File: src/rtl/u8akd_pkg.sv
package u8akd_pkg;

   typedef struct packed {
      logic [7:0] in_byte;
      logic       end_of_input;
   } req_type;

   typedef struct packed {
      logic [2:0]  key_kind;
      logic [15:0] char_code;
   } rsp_type;

   // key kinds
   localparam logic [2:0] KIND_CHAR   = 3'd0;
   localparam logic [2:0] KIND_UP     = 3'd1;
   localparam logic [2:0] KIND_DOWN   = 3'd2;
   localparam logic [2:0] KIND_RIGHT  = 3'd3;
   localparam logic [2:0] KIND_LEFT   = 3'd4;
   localparam logic [2:0] KIND_DELETE = 3'd5;
   localparam logic [2:0] KIND_END    = 3'd6;

   // byte codes
   localparam logic [7:0] ASCII_ESC    = 8'h1B;
   localparam logic [7:0] ASCII_LBRACK = 8'h5B;
   localparam logic [7:0] ASCII_UPPER_O = 8'h4F;
   localparam logic [7:0] ASCII_UPPER_A = 8'h41;
   localparam logic [7:0] ASCII_UPPER_B = 8'h42;
   localparam logic [7:0] ASCII_UPPER_C = 8'h43;
   localparam logic [7:0] ASCII_UPPER_D = 8'h44;
   localparam logic [7:0] ASCII_TILDE  = 8'h7E;
   localparam logic [7:0] ASCII_ZERO   = 8'h30;
   localparam logic [7:0] ASCII_NINE   = 8'h39;

   // decoded code points and CSI parameter values of interest
   localparam logic [15:0] CODE_CSI       = 16'h009B;
   localparam logic [15:0] CODE_PRINT_MIN = 16'h00A0;
   localparam logic [15:0] CODE_OVERLONG  = 16'h0020;
   localparam logic [15:0] PARAM_DELETE   = 16'd3;
   localparam logic [15:0] PARAM_MAX      = 16'hFFFF;

endpackage

File: src/rtl/utf8_ansi_key_decoder.sv
// channel | direction | payload                         | handshake
// req     | in        | u8akd_pkg::req_type (byte, eoi) | req_valid / req_ready
// rsp     | out       | u8akd_pkg::rsp_type (kind, code)| rsp_valid / rsp_ready
//
// one byte per cycle while no key waits in the result register; a byte is held in
// the input register and its key (if any) is then registered in the result register
// synchronous active-high reset clears parser state and both valid flags
// a byte that makes no key never waits; a byte that makes a key waits in the
// input register while an untaken key sits in the result register, and
// req_ready stays low until that key is taken
module utf8_ansi_key_decoder (
   input  logic               clock,
   input  logic               reset,
   input  logic               req_valid,
   output logic               req_ready,
   input  u8akd_pkg::req_type req_data,
   output logic               rsp_valid,
   input  logic               rsp_ready,
   output u8akd_pkg::rsp_type rsp_data
);

   localparam logic [1:0] MODE_BARE = 2'd0;
   localparam logic [1:0] MODE_ESC  = 2'd1;
   localparam logic [1:0] MODE_CSI  = 2'd2;

   // input register
   logic               in_valid_ff, in_valid_in;
   u8akd_pkg::req_type in_ff, in_in;

   // parser state
   logic [1:0]  mode_ff, mode_in;
   logic [1:0]  pend_ff, pend_in;
   logic [15:0] accum_ff, accum_in;
   logic [15:0] param_ff, param_in;

   // result register
   logic               out_valid_ff, out_valid_in;
   u8akd_pkg::rsp_type out_ff, out_in;

   logic        emit_key;
   logic [2:0]  key_kind;
   logic [15:0] key_code;
   logic [7:0]  cur_byte;
   logic [1:0]  pend_dec;
   logic [15:0] shifted;
   logic [19:0] param_mul;
   logic        advance;

   assign cur_byte  = in_ff.in_byte;
   assign pend_dec  = pend_ff - 2'd1;
   assign shifted   = {accum_ff[9:0], cur_byte[5:0]};
   assign param_mul = {1'b0, param_ff, 3'b000} + {3'b000, param_ff, 1'b0}
                    + {16'd0, cur_byte[3:0]};

   always_comb begin
      mode_in  = mode_ff;
      pend_in  = pend_ff;
      accum_in = accum_ff;
      param_in = param_ff;
      emit_key = 1'b0;
      key_kind = u8akd_pkg::KIND_CHAR;
      key_code = 16'd0;
      if (in_ff.end_of_input) begin
         emit_key = 1'b1;
         key_kind = u8akd_pkg::KIND_END;
      end else if (cur_byte[7:4] == 4'hE) begin
         accum_in = {12'd0, cur_byte[3:0]};
         pend_in  = 2'd2;
      end else if (cur_byte[7:5] == 3'b110) begin
         accum_in = {11'd0, cur_byte[4:0]};
         pend_in  = 2'd1;
      end else if (cur_byte[7]) begin
         if (pend_ff != 2'd0) begin
            accum_in = shifted;
            pend_in  = pend_dec;
            if (pend_dec == 2'd1 && shifted < u8akd_pkg::CODE_OVERLONG) begin
               // overlong three-byte form, drop the sequence
               pend_in  = 2'd0;
               accum_in = 16'd0;
               mode_in  = MODE_BARE;
            end else if (pend_dec == 2'd0) begin
               mode_in = MODE_BARE;
               if (shifted == u8akd_pkg::CODE_CSI) begin
                  mode_in = MODE_CSI;
               end else if (shifted >= u8akd_pkg::CODE_PRINT_MIN) begin
                  emit_key = 1'b1;
                  key_code = shifted;
               end
            end
         end
      end else if (cur_byte == u8akd_pkg::ASCII_ESC) begin
         mode_in = MODE_ESC;
      end else if (mode_ff == MODE_ESC && (cur_byte == u8akd_pkg::ASCII_LBRACK ||
                                           cur_byte == u8akd_pkg::ASCII_UPPER_O)) begin
         mode_in = MODE_CSI;
      end else if (mode_ff == MODE_CSI) begin
         if (cur_byte >= u8akd_pkg::ASCII_ZERO && cur_byte <= u8akd_pkg::ASCII_NINE) begin
            param_in = (param_mul[19:16] != 4'd0) ? u8akd_pkg::PARAM_MAX
                                                  : param_mul[15:0];
         end else begin
            mode_in = MODE_BARE;
            unique case (cur_byte)
               u8akd_pkg::ASCII_UPPER_A: begin
                  emit_key = 1'b1;
                  key_kind = u8akd_pkg::KIND_UP;
               end
               u8akd_pkg::ASCII_UPPER_B: begin
                  emit_key = 1'b1;
                  key_kind = u8akd_pkg::KIND_DOWN;
               end
               u8akd_pkg::ASCII_UPPER_C: begin
                  emit_key = 1'b1;
                  key_kind = u8akd_pkg::KIND_RIGHT;
               end
               u8akd_pkg::ASCII_UPPER_D: begin
                  emit_key = 1'b1;
                  key_kind = u8akd_pkg::KIND_LEFT;
               end
               u8akd_pkg::ASCII_TILDE: begin
                  if (param_ff == u8akd_pkg::PARAM_DELETE) begin
                     emit_key = 1'b1;
                     key_kind = u8akd_pkg::KIND_DELETE;
                  end
               end
               default: begin
                  emit_key = 1'b0;
               end
            endcase
         end
      end else begin
         emit_key = 1'b1;
         key_code = {8'd0, cur_byte};
      end
      if (emit_key) begin
         mode_in  = MODE_BARE;
         pend_in  = 2'd0;
         accum_in = 16'd0;
         param_in = 16'd0;
      end
   end

   // a byte that makes no key never waits for the result register
   assign advance   = in_valid_ff && (!emit_key || !out_valid_ff || rsp_ready);
   assign req_ready = !in_valid_ff || advance;

   always_comb begin
      in_valid_in  = in_valid_ff;
      in_in        = in_ff;
      out_valid_in = out_valid_ff;
      out_in       = out_ff;
      if (out_valid_ff && rsp_ready) begin
         out_valid_in = 1'b0;
      end
      if (advance) begin
         in_valid_in = 1'b0;
         if (emit_key) begin
            out_valid_in     = 1'b1;
            out_in.key_kind  = key_kind;
            out_in.char_code = key_code;
         end
      end
      if (req_valid && req_ready) begin
         in_valid_in = 1'b1;
         in_in       = req_data;
      end
   end

   always_ff @(posedge clock) begin
      if (reset) begin
         in_valid_ff  <= 1'b0;
         out_valid_ff <= 1'b0;
         mode_ff      <= MODE_BARE;
         pend_ff      <= 2'd0;
         accum_ff     <= 16'd0;
         param_ff     <= 16'd0;
      end else begin
         in_valid_ff  <= in_valid_in;
         out_valid_ff <= out_valid_in;
         if (advance) begin
            mode_ff  <= mode_in;
            pend_ff  <= pend_in;
            accum_ff <= accum_in;
            param_ff <= param_in;
         end
      end
   end

   always_ff @(posedge clock) begin
      in_ff  <= in_in;
      out_ff <= out_in;
   end

   assign rsp_valid = out_valid_ff;
   assign rsp_data  = out_ff;

`ifndef SYNTHESIS
   a_clear_after_key: assert property (@(posedge clock) disable iff (reset)
      (advance && emit_key) |=> (mode_ff == MODE_BARE && pend_ff == 2'd0 &&
                                 accum_ff == 16'd0 && param_ff == 16'd0))
      else $error("parser state not cleared after a key");

   a_code_only_for_char: assert property (@(posedge clock) disable iff (reset)
      (rsp_valid && rsp_data.key_kind != u8akd_pkg::KIND_CHAR) |->
         (rsp_data.char_code == 16'd0))
      else $error("non-character key carries a code");

   a_input_held: assert property (@(posedge clock) disable iff (reset)
      (in_valid_ff && !advance) |=> (in_valid_ff && $stable(in_ff)))
      else $error("stalled input register lost its byte");

   a_pending_range: assert property (@(posedge clock) disable iff (reset)
      (pend_ff != 2'd3))
      else $error("continuation count out of range");

   a_no_overwrite: assert property (@(posedge clock) disable iff (reset)
      (out_valid_ff && !rsp_ready) |=> (out_valid_ff && $stable(out_ff)))
      else $error("waiting key overwritten");
`endif

endmodule
File: config.mk
export PLATFORM = sky130hd
export DESIGN_NAME = utf8_ansi_key_decoder
export DESIGN_NICKNAME = d
export VERILOG_FILES = /design/src/rtl/u8akd_pkg.sv /design/src/rtl/utf8_ansi_key_decoder.sv
export SDC_FILE = /design/constraint.sdc
export NUM_CORES = 1
export LEC_CHECK = 0
export BUFFER_PORTS_ARGS = -buffer_cell sky130_fd_sc_hd__buf_2
export CORE_AREA = 4 4 91 93
export DETAILED_ROUTE_END_ITERATION = 10
export DIE_AREA = 0 0 95 97
export PLACE_DENSITY = 0.68
export SLEW_MARGIN = 10
export SYNTH_ARGS = -nofsm -noshare
export SYNTH_HDL_FRONTEND = slang
export SYNTH_SLANG_ARGS = --single-unit
File: constraint.sdc
create_clock -name clock -period 4.2 [get_ports clock]
set_input_delay 0.21 -clock clock [delete_from_list [all_inputs] [get_ports clock]]
set_output_delay 0.21 -clock clock [all_outputs]
set_load 0.01 [all_outputs]
* After elaboration in Yosys (flattened, before gate mapping)
Index checks and enable logic that the tools add are counted.
** Storage, ports and cells
- Register bits after elaboration :: 60
- Input bits :: 13
** Cells by class
- Equal/unequal tests :: 24
- Bitwise logic cells :: 1
- Reduce and logical (&&, ||, !) cells :: 29
- Magnitude comparators :: 4
- Multiplexer cells :: 75
- $add $sub $neg :: 3
** Operator list (count)
- $mux 16 :: 16
- $mux 10 :: 7
- $eq 8x7->1 const B :: 7
- $mux 2 :: 20
- $mux 3 :: 8
- $mux 7 :: 3
- $add 19x17->20 :: 1
- $add 20x4->20 :: 1
- $mux 1 :: 19
- $eq 16x2->1 const B :: 1
- $eq 16x8->1 const B :: 1
- $ge 16x8->1 const B :: 1
- $lt 16x6->1 const B :: 1
- $pmux 3 s5 :: 1
- $reduce_bool 4->1 :: 3
- $reduce_and 9->1 :: 1
- $eq 8x5->1 const B :: 1
- $ge 8x6->1 const B :: 1
- $le 8x6->1 const B :: 1
- $ne 2x2->1 const B :: 4
- $reduce_and 8->1 :: 1
- $reduce_bool 2->1 :: 4
- $reduce_or 8->1 :: 1
- $logic_and 1x1->1 :: 6
- 19 further kinds :: 26

* Logic depth before layout (Yosys ltp)
Gate-level depths: netlist of the first run.
- Depth after elaboration :: 18
- Mapped depth :: 11
- Gate-level depth less buffers :: 10

* Worst setup path after synthesis of the first run
Ideal clock, no wire load.
- Path type :: flip-flop to flip-flop
- Start :: reg in_ff, in the netlist cur_byte[3]
- End :: reg param_ff[8]
- Buffers on the path :: 1
- Arrival time :: 3.078 ns
- Library setup time :: 0.119 ns
- Cell stages (with the launch flop) :: 11
- Required time :: 4.081 ns
- Period minus slack after synthesis :: 3.197 ns
- Slack :: 1.003 ns
- Path through :: edfxtp_1 fa_1 fa_1 a21o_1 a221oi_2 a21oi_2 o41ai_2 xor2_1 o2111ai_2 buf_6 o221a_2
** Between the ends
- Longest elaborated chain between the ends :: 16
** Ends and longest elaborated chain
- start: declaration :: line utf8_ansi_key_decoder.sv:28 : u8akd_pkg::req_type in_ff, in_in;
- start signal: assignment :: line utf8_ansi_key_decoder.sv:189 : in_ff <= in_in;
- parallel branches: the longest is 16 deep, another holds $ge 16x8->1
- end signal: assignment :: line utf8_ansi_key_decoder.sv:183 : param_ff <= param_in;
- end: declaration :: line utf8_ansi_key_decoder.sv:34 : logic [15:0] param_ff, param_in;
Several ways; the timed one is not identified. The select of a mux whose other input is x is not followed.
A chain may end at the register's enable or synchronous reset.

* Worst setup path after layout of the first run
- Start :: reg in_ff, in the netlist cur_byte[2]
- End :: reg param_ff[15]
The elaborated chain is that of the path after synthesis.

==> results.rst, run 1 <==
.. list-table::
   :header-rows: 1

   * - Metric
     - Value
   * - Run status
     - finished clean
   * - Die W
     - approximately 95 um
   * - DRC viols
     - 0
   * - Netlist area before placement
     - 3650 um^2
   * - Clock buffer count from CTS
     - 9
   * - Final critical-path required period
     - roughly 3.6 ns
   * - Worst Setup End Kind
     - flop
   * - GRT Residual Overflow
     - 0
   * - Internal power
     - ~940 uW
   * - Maximum vdd drop
     - 0.000189 V
   * - Placeable Area
     - 7530 um^2
   * - Diode count
     - 0
   * - Count of pins on the block boundary
     - 34
   * - Final worst-path cycle share
     - a little under 90%
   * - RSZ-0062 raised after global routing
     - false
   * - Post-CTS Hold Fix Bufs
     - 0
   * - Post-synthesis cell type count
     - 65
   * - Vias in the first global route
     - 2626
   * - Number of synthesized flops with an enable pin
     - 28
   * - Maximum capacitance violations
     - 0
   * - Largest driver fanout on the critical path
     - 16
   * - Post-CTS repair timing setup buffer count
     - 0
   * - Net count after synthesis
     - 382
   * - Cell with the most instances after synthesis
     - sky130_fd_sc_hd__ha_1
   * - Synthesized flop and latch total
     - 60
   * - Drt via density
     - 5.72
   * - Async SR Flop Fraction
     - 0%
   * - Required @ worst endpoint
     - approximately 4.4 ns
   * - Detailed-route via count
     - between 2000 and 3000
   * - Worst-Margin Slew
     - 0.772 ns
   * - Number of clock sinks seen by CTS
     - 60
   * - Largest area contributor in the netlist
     - sky130_fd_sc_hd__edfxtp_1
   * - Total Wirelength
     - between 7 and 8 mm
   * - Tot GR Track Use
     - between 10% and 20%
   * - Most instantiated flip-flop cell in the synthesis netlist
     - sky130_fd_sc_hd__dfxtp_1
   * - Initial Utilization
     - 48.5%
   * - Worst rel slew slack
     - 48.5%
   * - DPL Wire Length
     - 5.64 mm
   * - Fmax achieved
     - 0.275 GHz
   * - Post-route cell area
     - 4100 um^2
   * - Post-DR wirelength/cell
     - approximately 16 um
   * - Dominant cells by area after synthesis
     - sky130_fd_sc_hd__edfxtp_1 23%, sky130_fd_sc_hd__dfxtp_1 18%, sky130_fd_sc_hd__ha_1 12%
   * - Worst clock skew on the final layout
     - 0.0100 ns
   * - P_sw
     - 306 uW
   * - Share of the synthesized area in the top cell type
     - 23.1%
   * - Power Dens Cells
     - 303 nW/um^2
   * - Post-Route Utilization
     - 54.5%
   * - Number of I/O port buffers
     - 33
   * - Root buf cell
     - sky130_fd_sc_hd__clkbuf_8
   * - Skew-Pair Late Insertion Delay
     - between 0.3 and 0.4 ns
   * - Number of failing setup endpoints in the final timing report
     - 0
   * - Standard cell area after detailed placement
     - 3900 um^2
   * - Power after layout
     - 1240 uW
   * - Final weighted congestion in routability-driven placement
     - 0.870
   * - Chip Height
     - 97 um
   * - Number of antenna violations at the first check in global routing
     - 0
   * - Global-route wire length before repair
     - 12.4 mm
   * - Maximum number of pins on one net before global-route repair
     - 20
   * - CTS clk-pin slew, worst paths
     - 0.06 ns
   * - Reg power frac
     - 51.9%
   * - Worst EP arrival
     - 3.85 ns
   * - Standby leakage power
     - 0.00170 uW
   * - Category of the most critical setup path
     - reg -> reg
   * - Sw frac
     - 24.6%
   * - Max-slew violation count
     - 0
   * - Worst Setup Start Kind
     - flop
   * - Hold Vio Cnt, Final
     - 0
   * - Yosys Warn Count
     - 0
   * - Fin nets
     - 420
   * - Worst Reg-to-Reg Cells
     - 10
   * - CTS tree
     - done
   * - Area overhead of the layout relative to synthesis
     - 12.5%
   * - Fill count
     - 685
   * - First drt pass iteration count
     - 4
   * - Combinational fraction of design power
     - 7.2%
   * - Detailed router's first-iteration violation count
     - 115
   * - Hold WC Path Type
     - in -> reg
   * - CTS resizes
     - 0
   * - Max Buffers Root-to-Sink
     - 2
   * - Num rows
     - 32
   * - H-Tree Level Count
     - 3
   * - Sequential share of the synthesized area
     - about two fifths
   * - Post-route setup TNS
     - 0 ns
   * - Post-synthesis cell count
     - 333
   * - Part of the total power dissipated in the clock network
     - approximately two fifths
   * - Commonest cells in the netlist
     - 34 x sky130_fd_sc_hd__ha_1, 32 x sky130_fd_sc_hd__dfxtp_1, 28 x sky130_fd_sc_hd__edfxtp_1, 23 x sky130_fd_sc_hd__nand2_1
   * - Area enclosed by the die boundary
     - a little over 9000 um^2
   * - Remaining antenna violation count
     - 0
   * - Syn_area_per_cell
     - 11.0 um^2
   * - Hold depth
     - 1
   * - Register-to-register setup slack
     - 0.57 ns
   * - Share of layout cells above drive strength 1
     - 23.7%
[final timing paths]
kind	start	to
max	cur_byte[2]	param_ff[15]
min	req_data[7]	cur_byte[6]
max reg2reg	cur_byte[2]	param_ff[15]
min reg2reg	mode_ff[0]	mode_ff[0]
[per-stage QoR]
step | hold WS (ns) | worst slack [ns] | instances
after floorplan | 0.279 | 1.00 | 333
after global placement | 0.388 | 0.682 | 462
after detailed placement | 0.388 | 0.586 | 462
after CTS | 0.0376 | 0.564 | 478
after global routing | 0.0348 | 0.404 | 478
final | 0.0529 | 0.568 | 478
[per-layer routing]
metal | part of all wire [%] | track usage (%) | wire [um]
met1 | 47 | 23.3 | 3530
met2 | 47 | 26.1 | 3520
met3 | 5.0 | 4.74 | 377
met4 | 1.5 | 4.99 | 112
met5 | 0 | 0 | 0
[state kept, by name (all words and copies together) (netlist names)]
| name | flops |
|---|---|
| rsp_data | 19 |
| in_valid_ff | 1 |
| rsp_valid | 1 |
| in_ff | 1 |
| pend_ff | 2 |
| param_ff | 16 |
| cur_byte | 8 |
| mode_ff | 2 |
| accum_ff | 10 |
[cell type report]
class / count / area, um^2 / area share, %
clock inverter: 7 / 77.6 / 1.89
sequential: 60 / 1480 / 36.1
timing repair buffer: 36 / 188 / 4.58
multi-input combinational: 251 / 2050 / 50.1
tap: 102 / 128 / 3.11
inverter: 13 / 48.8 / 1.19
clock buffer: 9 / 124 / 3.02
[placed cells by master, fill, tap and decap left out, types with 7 or more instances in the layout]
master / netlist / layout
sky130_fd_sc_hd__a21o_1: 7 / 7
sky130_fd_sc_hd__a21oi_1: 17 / 17
sky130_fd_sc_hd__and2_1: 11 / 11
sky130_fd_sc_hd__buf_2: 2 / 33
sky130_fd_sc_hd__clkbuf_8: 0 / 9
sky130_fd_sc_hd__dfxtp_1: 32 / 32
sky130_fd_sc_hd__edfxtp_1: 28 / 28
sky130_fd_sc_hd__ha_1: 34 / 34
sky130_fd_sc_hd__inv_1: 13 / 13
sky130_fd_sc_hd__nand2_1: 23 / 23
sky130_fd_sc_hd__nand3_1: 7 / 7
sky130_fd_sc_hd__nor2_1: 17 / 17
sky130_fd_sc_hd__nor3_1: 10 / 10
sky130_fd_sc_hd__o21ai_0: 13 / 13
sky130_fd_sc_hd__o221a_2: 15 / 15
sky130_fd_sc_hd__o32ai_1: 8 / 8
sky130_fd_sc_hd__xnor2_1: 7 / 7
[logic make-up (layout without fill, tap and decap cells)]
logic type      count (synthesis)  in the layout  share of synthesized area (%)
compound gates                 99             99                           23.4
mux                             2              2                          0.583
xor+xnor                       13             13                           3.12
buf+inv                        22             65                           3.05
fa+ha+maj                      36             36                           12.8
simple gates                  101            101                           16.5
flops                          60             60                           40.6
[critical path, cell delays in order, from the launching register on]
cell                        delay (ns)
sky130_fd_sc_hd__edfxtp_1         0.52
sky130_fd_sc_hd__ha_1             0.33
sky130_fd_sc_hd__ha_1             0.24
sky130_fd_sc_hd__fa_1             0.41
sky130_fd_sc_hd__a21o_1           0.22
sky130_fd_sc_hd__a221oi_2         0.31
sky130_fd_sc_hd__a21oi_2          0.16
sky130_fd_sc_hd__a21oi_1          0.26
sky130_fd_sc_hd__o2111a_1         0.23
sky130_fd_sc_hd__o2111ai_2        0.44
sky130_fd_sc_hd__o221a_2          0.41
[power groups by stage]
stage                     Sequential, uW  Combinational, uW  Clock [uW]
final                                646               89.0         509
after global routing                 647               97.7         549
after CTS                            645               89.5         520
after detailed placement             658               89.1           0
after global placement               657               88.7           0
after floorplan                      654               61.8           0
Power figures use the tool's default switching activity.
==> inputs of run 2 (changes only) <==
- CELL_PAD_IN_SITES_DETAIL_PLACEMENT: default -> 0
- CELL_PAD_IN_SITES_GLOBAL_PLACEMENT: default -> 2
- CORE_AREA: 4 4 91 93 -> 4 4 101 103
- DIE_AREA: 0 0 95 97 -> 0 0 105 107
- PLACE_DENSITY: 0.68 -> default
- PLACE_DENSITY_LB_ADDON: default -> 0.1
==> run 2 against run 1 <==
  * Maximum frequency shrank 0.46%
  * Clock-buffer cell count up 1
  * Core utilization decreased by 9.4 points
  * Sequential power about the same
  * Largest cell class unchanged
  * Via count down 1.9%
  * Die area rose by 22%
  * Critical path type unchanged
==> results.rst, run 2 (same netlist as run 1, synthesis figures left out) <==
.. list-table::
   :header-rows: 1

   * - Metric
     - Value
   * - Run status
     - finished clean
   * - Fin nets
     - 420
   * - Num rows
     - 35
   * - First drt pass iteration count
     - 4
   * - Max Buffers Root-to-Sink
     - 2
   * - P_sw
     - just over 300 uW
   * - H-Tree Level Count
     - 3
   * - Die W
     - 105 um
   * - Tot GR Track Use
     - 15.3%
   * - Number of flip-flops in the largest register
     - 19
   * - Reg power frac
     - 47.3%
   * - Detailed-route via count
     - ~2700
   * - Drt via density
     - 5.51
   * - Worst rel slew slack
     - 49.3%
   * - Largest driver fanout on the critical path
     - 16
   * - Combinational fraction of design power
     - 6.6%
   * - CTS tree
     - done
   * - Post-route setup TNS
     - 0 ns
   * - Diode count
     - 0
   * - Maximum number of pins on one net before global-route repair
     - 20
   * - Sw frac
     - 22.7%
   * - Worst path max stage delay
     - 0.52 ns
   * - Hold WC Path Type
     - in -> reg
   * - Final critical-path required period
     - 3.65 ns
   * - Most common cell after layout, fill and taps aside
     - sky130_fd_sc_hd__ha_1
   * - Power Dens Cells
     - 329 nW/um^2
   * - Post-CTS repair timing setup buffer count
     - 0
   * - Root buf cell
     - sky130_fd_sc_hd__clkbuf_8
   * - Worst EP arrival
     - 3.87 ns
   * - CTS resizes
     - 0
   * - Required @ worst endpoint
     - 4.42 ns
   * - Global-route wire length before repair
     - between 10 and 15 mm
   * - Initial Utilization
     - 39.7%
   * - Number of failing setup endpoints in the final timing report
     - 0
   * - Final worst-path cycle share
     - 86.9%
   * - DRC viols
     - 0
   * - Detailed router's first-iteration violation count
     - 92
   * - Chip Height
     - ~110 um
   * - Final weighted congestion in routability-driven placement
     - roughly 0.77
   * - Number of I/O port buffers
     - 33
   * - Clock buffer count from CTS
     - 9
   * - Number of placed instances, taps included
     - 471
   * - DPL Wire Length
     - 6.28 mm
   * - Buf+Inv Stages, Crit Path
     - 0
   * - CP top delay family
     - compound AO/OA/AOI/OAI gates
   * - Post-CTS Hold Fix Bufs
     - 0
   * - Category of the most critical setup path
     - reg -> reg
   * - Library cell contributing the largest single delay on the critical path
     - sky130_fd_sc_hd__edfxtp_1
   * - Remaining antenna violation count
     - 0
   * - Post-route non-filler standard cell count
     - a little under 500
   * - Part of the total power dissipated in the clock network
     - a little under half
   * - Maximum vdd drop
     - 0.000220 V
   * - Most repeated library cell on the critical path
     - sky130_fd_sc_hd__ha_1
   * - Vias in the first global route
     - approximately 2700
   * - Number of antenna violations at the first check in global routing
     - 0
   * - GRT Residual Overflow
     - 0
   * - Power after layout
     - ~1400 uW
   * - Worst Hold Margin
     - roughly 0.050 ns
   * - Fin worst setup slack
     - 0.551 ns
   * - RSZ-0062 raised after global routing
     - false
   * - Hold Vio Cnt, Final
     - 0
   * - Max-slew violation count
     - 0
   * - Worst Setup End Kind
     - flop
   * - Area overhead of the layout relative to synthesis
     - 13.8%
   * - Count of pins on the block boundary
     - 34
   * - Worst clock skew on the final layout
     - 0.0105 ns
   * - Skew-Pair Late Insertion Delay
     - 0.34 ns
   * - Internal power
     - 1060 uW
   * - CTS clk-pin slew, worst paths
     - 0.07 ns
   * - Post-DR wirelength/cell
     - 17.2 um
   * - Setup Slack @ Placement
     - 0.553 ns
   * - Total Wirelength
     - 8.36 mm
   * - Cell Chain, Critical Path
     - ha_1 -> ha_1 -> fa_1 -> a21o_1 -> a221oi_2 -> a21oi_2 -> a21oi_1 -> o2111a_1 -> o2111ai_2 -> o221a_2
   * - Maximum capacitance violations
     - 0
   * - Fmax achieved
     - 0.274 GHz
   * - Share of layout cells above drive strength 1
     - 23.4%
   * - Standby leakage power
     - 0.00172 uW
   * - Worst-Margin Slew
     - 0.761 ns
   * - Highest-count cells in the layout ignoring fill and taps
     - 34 x sky130_fd_sc_hd__ha_1, 33 x sky130_fd_sc_hd__buf_2, 32 x sky130_fd_sc_hd__dfxtp_1
   * - Area enclosed by the die boundary
     - 11200 um^2
   * - Placeable Area
     - 9200 um^2
   * - Number of clock sinks seen by CTS
     - 60
   * - Worst Setup Start Kind
     - flop
run 2: layer usage:
layer / vias to the layer above / global-route usage [%] / wire length (um)
li1: 1375 / - / -
met1: 1241 / 22.7 / 4440
met2: 56 / 22.8 / 3520
met3: 11 / 3.31 / 309
met4: 0 / 3.66 / 95
met5: - / 0 / 0
run 2: path summary, 6_finish.rpt:
check,start,to,slack (ns),cells after the start
max,cur_byte[2],param_ff[2],0.55,10
min,req_data[6],cur_byte[5],0.05,1
max reg2reg,cur_byte[2],param_ff[2],0.55,10
min reg2reg,mode_ff[0],mode_ff[0],0.48,2
run 2: cell type report:
cell class / instances / area (um^2)
repair buffers: 36 / 188
inverters: 13 / 48.8
fillers: 895 / 5050
well taps: 111 / 139
clock inverters: 6 / 111
clock buffers: 10 / 128
multi-input cells: 251 / 2050
flip-flops and latches: 60 / 1480
run 2: power groups by stage:
stage / sequential (uW) / combinational [uW] / clock, uW
3_5_place_dp: 660 / 90.2 / 0
6_report: 647 / 89.8 / 631
2_1_floorplan: 654 / 61.8 / 0
3_3_place_gp: 659 / 90.6 / 0
5_1_grt: 649 / 99.8 / 671
4_1_cts: 646 / 90.9 / 645
run 2: per-stage QoR:
step                      utilization, %  cell area, um^2
after floorplan                        -             3650
after global placement              42.5             3910
after detailed placement            42.5             3910
after CTS                           45.1             4150
after global routing                45.1             4150
final                               45.1             4150
